**src/design/avd_pkg.sv**
```systemverilog
// Shared widths, step counts and the seven-segment encoding for the
// auto-ranging voltmeter display. No dependencies.
package avd_pkg;

  localparam int CODE_W     = 10;
  localparam int FS_W       = 24;
  localparam int READ_W     = 24;
  localparam int DIGITS     = 8;
  localparam int BCD_W      = 4 * DIGITS;
  localparam int POS_W      = 2;
  localparam int SEL_W      = 4;
  localparam int SEG_W      = 8;
  localparam int MUL_CNT_W  = 4;
  localparam int BCD_CNT_W  = 5;
  localparam logic [MUL_CNT_W-1:0] MUL_LAST = MUL_CNT_W'(CODE_W - 1);
  localparam logic [BCD_CNT_W-1:0] BCD_LAST = BCD_CNT_W'(READ_W - 1);
  localparam logic [FS_W-1:0]      FS_RESET = FS_W'(5000);
  localparam logic [SEG_W-1:0]     SEG_POINT = 8'h80;

  localparam logic ACT_SAMPLE = 1'b0;
  localparam logic ACT_TICK   = 1'b1;

  function automatic logic [SEG_W-1:0] seg_encode(input logic [3:0] d);
    logic [SEG_W-1:0] s;
    case (d)
      4'd0: s = 8'h3F;
      4'd1: s = 8'h06;
      4'd2: s = 8'h5B;
      4'd3: s = 8'h4F;
      4'd4: s = 8'h66;
      4'd5: s = 8'h6D;
      4'd6: s = 8'h7D;
      4'd7: s = 8'h07;
      4'd8: s = 8'h7F;
      4'd9: s = 8'h6F;
      default: s = 8'h00;
    endcase
    return s;
  endfunction

endpackage

```
**src/design/avd_mul.sv**
```systemverilog
// Bit-serial shift-add multiplier: one converter code bit per cycle.
// Depends on avd_pkg.
module avd_mul
  import avd_pkg::*;
(
  input  logic              clk,
  input  logic              rst,
  input  logic              start,
  input  logic [CODE_W-1:0] code,
  input  logic [FS_W-1:0]   full_scale,
  output logic              done,
  output logic [READ_W-1:0] product
);

  logic                 busy;
  logic [MUL_CNT_W-1:0] cnt;
  logic [FS_W-1:0]      hi;
  logic [CODE_W-1:0]    lo;
  logic [FS_W-1:0]      fs_q;
  logic [FS_W:0]        sum;

  assign sum = {1'b0, hi} + (lo[0] ? {1'b0, fs_q} : '0);

  always_ff @(posedge clk) begin
    if (rst) begin
      busy <= 1'b0;
      done <= 1'b0;
      cnt  <= '0;
    end else begin
      done <= 1'b0;
      if (start) begin
        busy <= 1'b1;
        cnt  <= '0;
        hi   <= '0;
        lo   <= code;
        fs_q <= full_scale;
      end else if (busy) begin
        // product shifts right through hi:lo; after the last step hi = prod >> 10
        hi  <= sum[FS_W:1];
        lo  <= {sum[0], lo[CODE_W-1:1]};
        cnt <= cnt + 1'b1;
        if (cnt == MUL_LAST) begin
          busy <= 1'b0;
          done <= 1'b1;
        end
      end
    end
  end

  assign product = hi;

endmodule

```
**src/design/avd_bcd.sv**
```systemverilog
// Serial binary-to-BCD converter (shift and add three), one bit per cycle.
// Depends on avd_pkg.
module avd_bcd
  import avd_pkg::*;
(
  input  logic              clk,
  input  logic              rst,
  input  logic              start,
  input  logic [READ_W-1:0] bin,
  output logic              done,
  output logic [BCD_W-1:0]  bcd
);

  logic                 busy;
  logic [BCD_CNT_W-1:0] cnt;
  logic [READ_W-1:0]    sh;
  logic [BCD_W-1:0]     adj;

  always_comb begin
    for (int i = 0; i < DIGITS; i++) begin
      adj[4*i +: 4] = (bcd[4*i +: 4] >= 4'd5) ? bcd[4*i +: 4] + 4'd3 : bcd[4*i +: 4];
    end
  end

  always_ff @(posedge clk) begin
    if (rst) begin
      busy <= 1'b0;
      done <= 1'b0;
      cnt  <= '0;
      bcd  <= '0;
    end else begin
      done <= 1'b0;
      if (start) begin
        busy <= 1'b1;
        cnt  <= '0;
        sh   <= bin;
        bcd  <= '0;
      end else if (busy) begin
        bcd <= {adj[BCD_W-2:0], sh[READ_W-1]};
        sh  <= {sh[READ_W-2:0], 1'b0};
        cnt <= cnt + 1'b1;
        if (cnt == BCD_LAST) begin
          busy <= 1'b0;
          done <= 1'b1;
        end
      end
    end
  end

endmodule

```
**src/design/autorange_voltmeter_display_scan.sv**
```systemverilog
// Auto-ranging voltmeter display scanner: top level with control and output word.
// After a sample word is taken, no further word is taken until the conversion ends:
// load, 10 multiply steps, load, 24 BCD steps and the return to idle.
// A tick word is taken in any idle cycle with a free output slot; its result
// is registered into the output word, so ticks run back to back at one per cycle while the slot stays free.
// Synchronous reset: BCD reading 0, scan position 0, full scale 5000 mV, output empty.
module autorange_voltmeter_display_scan
  import avd_pkg::*;
(
  input  logic            clk,
  input  logic            rst,
  input  logic            s_axis_tvalid,
  output logic            s_axis_tready,
  input  logic [15:0]     s_axis_tdata,   // [9:0] sample, rest zero
  input  logic            s_axis_tuser,   // [0] action
  output logic            m_axis_tvalid,
  input  logic            m_axis_tready,
  output logic [15:0]     m_axis_tdata,   // [7:0] segments, [11:8] digit_select
  input  logic            cfg_valid,
  output logic            cfg_ready,
  input  logic [FS_W-1:0] cfg_data
);

  typedef enum logic [2:0] {
    ST_IDLE = 3'b001,
    ST_MUL  = 3'b010,
    ST_BCD  = 3'b100
  } state_t;

  state_t            state, state_next;
  logic [FS_W-1:0]   full_scale;
  logic [POS_W-1:0]  scan_pos;
  logic              out_valid;
  logic [SEG_W-1:0]  out_seg;
  logic [SEL_W-1:0]  out_sel;

  logic              take, take_sample, take_tick, slot_free;
  logic              mul_done, bcd_done;
  logic [READ_W-1:0] reading;
  logic [BCD_W-1:0]  bcd;

  logic [1:0]        range;
  logic [2:0]        expo;
  logic [3:0]        digit;
  logic [SEG_W-1:0]  seg_next;
  logic [SEL_W-1:0]  sel_next;

  assign cfg_ready = 1'b1;

  // samples need no output slot; ticks wait for one
  assign slot_free     = !out_valid || m_axis_tready;
  assign s_axis_tready = (state == ST_IDLE) && ((s_axis_tuser == ACT_SAMPLE) || slot_free);
  assign take          = s_axis_tvalid && s_axis_tready;
  assign take_sample   = take && (s_axis_tuser == ACT_SAMPLE);
  assign take_tick     = take && (s_axis_tuser == ACT_TICK);

  avd_mul u_mul (
    .clk       (clk),
    .rst       (rst),
    .start     (take_sample),
    .code      (s_axis_tdata[CODE_W-1:0]),
    .full_scale(full_scale),
    .done      (mul_done),
    .product   (reading)
  );

  avd_bcd u_bcd (
    .clk  (clk),
    .rst  (rst),
    .start(mul_done),
    .bin  (reading),
    .done (bcd_done),
    .bcd  (bcd)
  );

  always_comb begin
    state_next = state;
    case (state)
      ST_IDLE: if (take_sample) state_next = ST_MUL;
      ST_MUL:  if (mul_done)    state_next = ST_BCD;
      ST_BCD:  if (bcd_done)    state_next = ST_IDLE;
      default: state_next = ST_IDLE;
    endcase
  end

  // range from the leading decimal digits of the reading
  always_comb begin
    if (bcd[31:24] != '0)      range = 2'd3;
    else if (bcd[23:20] != '0) range = 2'd2;
    else if (bcd[19:16] != '0) range = 2'd1;
    else                       range = 2'd0;
    expo     = 3'd3 + {1'b0, range} - {1'b0, scan_pos};
    digit    = bcd[{expo, 2'b00} +: 4];
    seg_next = seg_encode(digit) | ((scan_pos == range) ? SEG_POINT : '0);
    sel_next = ~(SEL_W'(4'b1000) >> scan_pos);
  end

  always_ff @(posedge clk) begin
    if (rst) begin
      state      <= ST_IDLE;
      full_scale <= FS_RESET;
      scan_pos   <= '0;
      out_valid  <= 1'b0;
    end else begin
      state <= state_next;
      if (cfg_valid && cfg_ready) begin
        full_scale <= cfg_data;
      end
      if (take_tick) begin
        out_valid <= 1'b1;
        out_seg   <= seg_next;
        out_sel   <= sel_next;
        scan_pos  <= scan_pos + 1'b1;
      end else if (m_axis_tready) begin
        out_valid <= 1'b0;
      end
    end
  end

  assign m_axis_tvalid = out_valid;
  assign m_axis_tdata  = {4'b0000, out_sel, out_seg};

endmodule

```
**config.mk**
```make
export PLATFORM = sky130hd
export DESIGN_NAME = autorange_voltmeter_display_scan
export DESIGN_NICKNAME = d
export VERILOG_FILES = /design/src/design/avd_pkg.sv /design/src/design/avd_mul.sv /design/src/design/avd_bcd.sv /design/src/design/autorange_voltmeter_display_scan.sv
export SDC_FILE = /design/constraint.sdc
export NUM_CORES = 1
export LEC_CHECK = 0
export BUFFER_PORTS_ARGS = -buffer_cell sky130_fd_sc_hd__buf_4
export CORE_MARGIN = 1.5
export CORE_UTILIZATION = 43
export CTS_BUF_LIST = sky130_fd_sc_hd__clkbuf_4
export CTS_CLUSTER_DIAMETER = 30
export DETAILED_ROUTE_END_ITERATION = 6
export PLACE_DENSITY = 0.6
export SLEW_MARGIN = 20
export SYNTH_ARGS = -nofsm -noshare
export SYNTH_HDL_FRONTEND = slang
export SYNTH_SLANG_ARGS = --single-unit
```
**constraint.sdc**
```tcl
create_clock -name clk -period 3.55 [get_ports clk]
set_input_delay 0.355 -clock clk [delete_from_list [all_inputs] [get_ports clk]]
set_output_delay 0.355 -clock clk [all_outputs]
set_load 0.02 [all_outputs]
```
==> flow_summary.toml, run 1 <==
[outcome]
outcome = "completed"

[place]
dpl.hpwl_um = 12500
dp_cells = 1155
gp_congestion = 0.798
dpl_cell_area_um2 = 9580
io_buffers = 53

[layout]
final_cell_count_no_fill = 1209
final_area_um2 = 10100
syn_to_final_growth_pct = 13.3
fin_nets = 1030
drive_gt1_share_pct = 15.7

[yosys]
synth.area.top_cells = "edfxtp_1 32%, dfxtp_1 17%, ha_1 8.1%"
synth_top_area_cell = "edfxtp_1"
ys.flop_type = "edfxtp_1"
avgSynthCellArea_um2 = 10.4
yosys_warnings = 0
synth-edff-count = 94
yosys.area.top_type_share_pct = 31.6
postSynth.asyncResetShare_pct = 0
synthesis.instances = 860
synth_seq_cells = 169
ys_types = 60
syn-cell-area_um2 = 8940
ys_seq_area_share_pct = 48.4

[setup_path]
path_max_fanout = 5
worst_setup_path_startpoint = "u_bcd.bcd[24]"
start_kind = "register"
reg2reg_slack_ps = 260
crit_required_ps = 3970
rr_startpoint = "u_bcd.bcd[24]"
critical_path_class = "register to register"
crit_arrival_ps = 3700
cp-end-kind = "register"

[pwr]
clkPwrFrac_pct = 33.4
total_leakage_power_nw = 3.84
total_power_w = 0.00395
p_sw_share_pct = 24.6
power_density_nw_per_um2 = 389
seq_power_share_pct = 54.9
comb_power_share_pct = 11.6
p_switching_w = 0.000969
p_int_w = 0.00298
irDropWorstVdd_mv = 0.187

[clocking]
numCtsBuffers = 17
clkSlewWorstSetupHoldPaths_ps = 150
cts_sinks = 169
h-tree-depth = 4
root_buffer = "clkbuf_4"
clock_latency_ps = 570
cts_tree = "done"
cts_buffer_depth = 2

[die]
dieArea_um2 = 21700
row_count = 52
die_w_um = 147
ios = 65
core_area_um2 = 20300
start_util_pct = 44.1
die_height_um = 147

[drt]
via_per_inst = 5.12
postRouteAntennaNets = 0
dr.pass1.iters = 4
vias = 6191
drt_iter0_markers = 309
drt_wl_total_um = 18200
drc = 0
routedWlPerCell_um = 15.1

[hold_path]
hold_class = "input pin to register"
hp-start = "cfg_data[0]"

[run]
cap_violations = 0

[sta]
slew_violations = 0
fin_skew_ps = 24.9
finalSetupViolCount = 0
final.period_utilization_pct = 92.5
rsz0062_at_grt = "no"
hold_viol = 0
slew_headroom_pct = 35.4
max_freq_mhz = 304
hold_ws_ps = 48.1
final.min_clock_period_ps = 3290
setup_tns_ps = 0
tightest_slew_ps = 966

[global_route]
globalRouteOverflowTotal = 0
grt_pass1_vias = 6223
grt_max_degree = 42
antenna_found_initial = 1
grt_pass1_wl_um = 31000
track_usage_pct = 17.9
==> sequential cells by signal, indices dropped and copies added, names as in the netlist <==
name,cells
u_bcd.bcd,32
full_scale,24
u_bcd.sh,24
u_mul.fs_q,24
u_mul.product,24
u_mul.lo,10
out_seg,8
u_bcd.cnt,5
out_sel,4
u_mul.cnt,4
state,3
scan_pos,2
m_axis_tvalid,1
u_bcd.busy,1
u_bcd.done,1
u_mul.busy,1
u_mul.done,1
==> cell type report <==
type | instances | area [um^2]
fill | 1898 | 10200
multi-input combinational | 617 | 4310
sequential | 169 | 4320
inverter | 34 | 128
antenna | 2 | 5.00
timing repair buffer | 85 | 688
tap | 270 | 338
clock inverter | 13 | 200
clock buffer | 19 | 143
==> power groups by stage <==
| stage | Sequential [W] | Clock (W) | Combinational [W] |
|---|---|---|---|
| 2_1_floorplan | 0.00220 | 0 | 0.000325 |
| 3_3_place_gp | 0.00221 | 0 | 0.000438 |
| 3_5_place_dp | 0.00221 | 0 | 0.000442 |
| 4_1_cts | 0.00217 | 0.00137 | 0.000463 |
| 5_1_grt | 0.00218 | 0.00143 | 0.000518 |
| 6_report | 0.00217 | 0.00132 | 0.000459 |
==> per-layer routing <==
metal	share of wire, %	GRT usage (%)
met2	48	30.2
met4	1.2	5.30
met5	0	0
met3	2.8	3.14
met1	48	23.4
==> logic make-up (layout without fill, tap and decap cells) <==
family                     Yosys count  count (layout)  share of synthesized area, %
and+or+nand+nor                    292             292                          15.4
DFF                                169             169                          48.4
AOI/OAI and AO/OA                  157             157                          10.9
buffers and inverters               77             151                          3.83
muxes                               71              71                          9.68
adders and majority gates           60              60                          8.56
xor gates and xnor gates            32              32                          3.13
other                                2               7                        0.0840
==> synth_stat cells (2+ instances only) <==
| cell | number |
|---|---|
| buf_4 | 5 |
| xor2_1 | 16 |
| o21bai_1 | 3 |
| o31ai_1 | 4 |
| nand4_1 | 9 |
| dfxtp_1 | 75 |
| fa_1 | 2 |
| edfxtp_1 | 94 |
| mux4_2 | 8 |
| or2_2 | 2 |
| clkbuf_1 | 18 |
| a21o_1 | 10 |
| nand3_1 | 17 |
| a211o_1 | 7 |
| nor3_1 | 32 |
| nand4b_1 | 3 |
| or3_1 | 2 |
| a21oi_1 | 60 |
| nand2b_1 | 11 |
| a211oi_1 | 4 |
| xnor2_1 | 16 |
| nor2_1 | 91 |
| buf_1 | 7 |
| nor2b_1 | 9 |
| nor3b_1 | 3 |
| o22ai_2 | 2 |
| and3_1 | 3 |
| a21oi_2 | 2 |
| a31oi_1 | 4 |
| mux2i_1 | 37 |
| buf_2 | 10 |
| o21ai_1 | 11 |
| mux2_2 | 24 |
| conb_1 | 2 |
| inv_1 | 33 |
| o21ai_0 | 30 |
| and2_1 | 30 |
| buf_6 | 3 |
| ha_1 | 58 |
| o21a_1 | 9 |
| nand2_1 | 74 |
| mux2i_4 | 2 |
==> cells in the final DEF, fill, tap and decap left out, types with 3 or more instances in the layout <==
master / instances
a211o_1: 7
a211oi_1: 4
a21o_1: 10
a21oi_1: 60
a31oi_1: 4
and2_1: 30
and3_1: 3
buf_4: 65
bufinv_16: 5
clkbuf_4: 19
clkinvlp_4: 3
conb_1: 5
dfxtp_1: 75
dlygate4sd3_1: 20
edfxtp_1: 94
ha_1: 58
inv_1: 33
mux2_2: 24
mux2i_1: 37
mux4_2: 8
nand2_1: 74
nand2b_1: 11
nand3_1: 17
nand4_1: 9
nand4b_1: 3
nor2_1: 88
nor2b_1: 9
nor3_1: 32
o21a_1: 9
o21ai_0: 30
o21ai_1: 11
o21bai_1: 3
o31ai_1: 4
xnor2_1: 16
xor2_1: 16
==> worst max-delay path, stage by stage, from the launching register on <==
cell,delay (ps)
dfxtp_1,430
inv_1,90
ha_1,240
and3_1,190
nand2_1,60
ha_1,130
inv_1,50
fa_2,600
buf_4,160
mux4_2,310
mux2i_4,210
inv_2,110
ha_1,280
inv_1,70
nand2_1,50
a21oi_1,150
==> metrics by stage <==
step,utilization [%],worst slack [ps]
detailed placement,47.2,251
floorplan,-,481
finish,49.9,265
global route,49.9,37.0
global placement,47.2,285
CTS,49.8,206
==> timing repair <==
item | in CTS | in global routing
endpoints found under the setup margin | 0 | 2
gates resized for setup | 0 | 1
hold endpoints to repair | 19 | 1
hold buffers | 19 | 1
buffers inserted | 0 | 0
==> path summary, 6_finish.rpt <==
kind	cells past startpoint	to
setup / recovery	15	out_seg[1]
hold / removal	3	full_scale[0]
setup reg to reg	15	out_seg[1]
hold reg to reg	0	u_mul.fs_q[0]
Power figures use the tool's default switching activity.
==> run 2, diff against run 1 <==
==> constraint.sdc (replaced) <==
create_clock -name clk -period 3.5 [get_ports clk]
set_input_delay 0.35 -clock clk [delete_from_list [all_inputs] [get_ports clk]]
set_output_delay 0.35 -clock clk [all_outputs]
set_load 0.02 [all_outputs]
==> run 2 against run 1 <==
- global-route usage fell by 0.22 points
- critical path depth stayed put
- routed wire length is 1.5% lower
==> flow_summary.toml, run 2 (synthesis results as in run 1) <==
[layout]
layout_commonest_cell = "edfxtp_1"
drive_gt1_share_pct = 15.9
fin_nets = 1041
layout_common_cells = "94 x edfxtp_1, 88 x nor2_1, 74 x nand2_1, 74 x dfxtp_1, 66 x buf_4"
largest_reg_flops = 32
top_register = "u_bcd.bcd"
final_cell_count_no_fill = 1220
syn_to_final_growth_pct = 14.0

[pwr]
total_leakage_power_nw = 3.87
irDropWorstVdd_mv = 0.170
power_density_nw_per_um2 = 377

[setup_path]
crit_family = "adder cells"
slowest_stage = "fa_2"
critPathMaxStageDelay_ps = 600
start_kind = "register"
cp.buffers_inverters = 5
ff2ff_path_depth = 15
critical_path_class = "register to register"
r2r-end = "out_seg[1]"
worst_setup_path_startpoint = "u_bcd.bcd[25]"
crit_chain = "inv_1, ha_1, and3_1, nand2_1, ha_1, inv_1, fa_2, buf_4, mux4_2, mux2i_4, inv_2, ha_1, inv_1, nand2_1, a21oi_1"
rr_startpoint = "u_bcd.bcd[25]"
crit_arrival_ps = 3670
crit_required_ps = 3930
path_max_fanout = 5
reg2reg_slack_ps = 260
cp-end-kind = "register"

[hold_path]
hold_class = "input pin to register"
hp-start = "s_axis_tdata[1]"
min_to = "u_mul.lo[1]"
hold_depth = 3

[die]
die_height_um = 147
dieArea_um2 = 21700
ios = 65
core_area_um2 = 20300
die_w_um = 147
row_count = 52
start_util_pct = 44.1

[global_route]
globalRouteOverflowTotal = 0
antenna_found_initial = 2
grt_max_degree = 42
grt_pass1_vias = 6193
grt_pass1_wl_um = 30600
track_usage_pct = 17.7

[place]
gp_congestion = 0.779
dp_cells = 1156
dpl.hpwl_um = 12400
io_buffers = 53

[drt]
drt_iter0_markers = 289
drc = 0
wl_met2_um = 8690
wl_met1_um = 8570
vias = 6177
postRouteAntennaNets = 0
dr.pass1.iters = 4
via_per_inst = 5.06
drt_wl_total_um = 17900
dr_wl_met3_um = 457
highest_layer = "met4"
routedWlPerCell_um = 14.7

[sta]
hold_ws_ps = 55.1
final.min_clock_period_ps = 3240
hold_viol = 0
final.period_utilization_pct = 92.6
fin_skew_ps = 20.5
setup_tns_ps = 0
slew_violations = 0
slew_headroom_pct = 36.8
max_freq_mhz = 308
tightest_slew_ps = 947
finalSetupViolCount = 0
rsz0062_at_grt = "no"

[clocking]
numCtsBuffers = 17
root_buffer = "clkbuf_4"
clkSlewWorstSetupHoldPaths_ps = 150
cts_buffer_depth = 2
h-tree-depth = 4
cts_sinks = 169
clock_latency_ps = 570
cts_setup_buffers = 0
cts_tree = "done"

[outcome]
outcome = "completed"

[run]
cap_violations = 0
[run 2: what timing repair did]
action | CTS | global route
hold endpoints to repair | 30 | 0
hold buffers | 30 | 0
resized for setup | 0 | 2
endpoints found under the setup margin | 0 | 4
[run 2: metal layers]
metal  track usage, %  up-vias
met2             29.5       64
met1             23.2     2910
met5                0        -
met4             5.20        0
met3             3.51       15
li1                 -     3188
[run 2: layout make-up]
cell class | count | area, um^2
Fill cell | 1887 | 10100
Timing Repair Buffer | 96 | 796
Clock buffer | 17 | 128
Inverter | 34 | 128
Clock inverter | 15 | 166
Sequential cell | 169 | 4330
Multi-Input combinational cell | 617 | 4310
Tap cell | 270 | 338
Antenna cell | 2 | 5.00
[run 2: how the worst max path moves through the flow]
| stage | slack, ps | end | cells after the start |
|---|---|---|---|
| floorplan | 430 | out_seg[1] | 15 |
| global placement | 190 | out_seg[1] | 15 |
| detailed placement | 180 | out_seg[1] | 15 |
| CTS | 130 | out_seg[1] | 15 |
| global route | 20 | out_seg[1] | 15 |
| finish | 260 | out_seg[1] | 15 |
[run 2: tightest hold or removal path, delay by kind of cell]
kind,cells,cell delay (ps)
simple gates,2,90
buf+inv,1,80
[run 2: through the flow]
| stage | power (W) | utilization, % | cell area, um^2 | worst slack [ps] |
|---|---|---|---|---|
| final | 0.00384 | 50.2 | 10200 | 258 |
| after global routing | 0.00405 | 50.2 | 10200 | 15.1 |
| after CTS | 0.00390 | 50.2 | 10200 | 134 |
| after detailed placement | 0.00269 | 47.2 | 9590 | 179 |
| after global placement | 0.00269 | 47.2 | 9590 | 192 |
| after floorplan | 0.00257 | - | 8950 | 431 |
[run 2: report_power, final]
part	switching, W	internal [W]	total [W]	leakage [nW]
clock	0.000732	0.000440	0.00117	0.156
sequential	0.0000307	0.00217	0.00220	1.44
combinational	0.000264	0.000208	0.000471	2.27
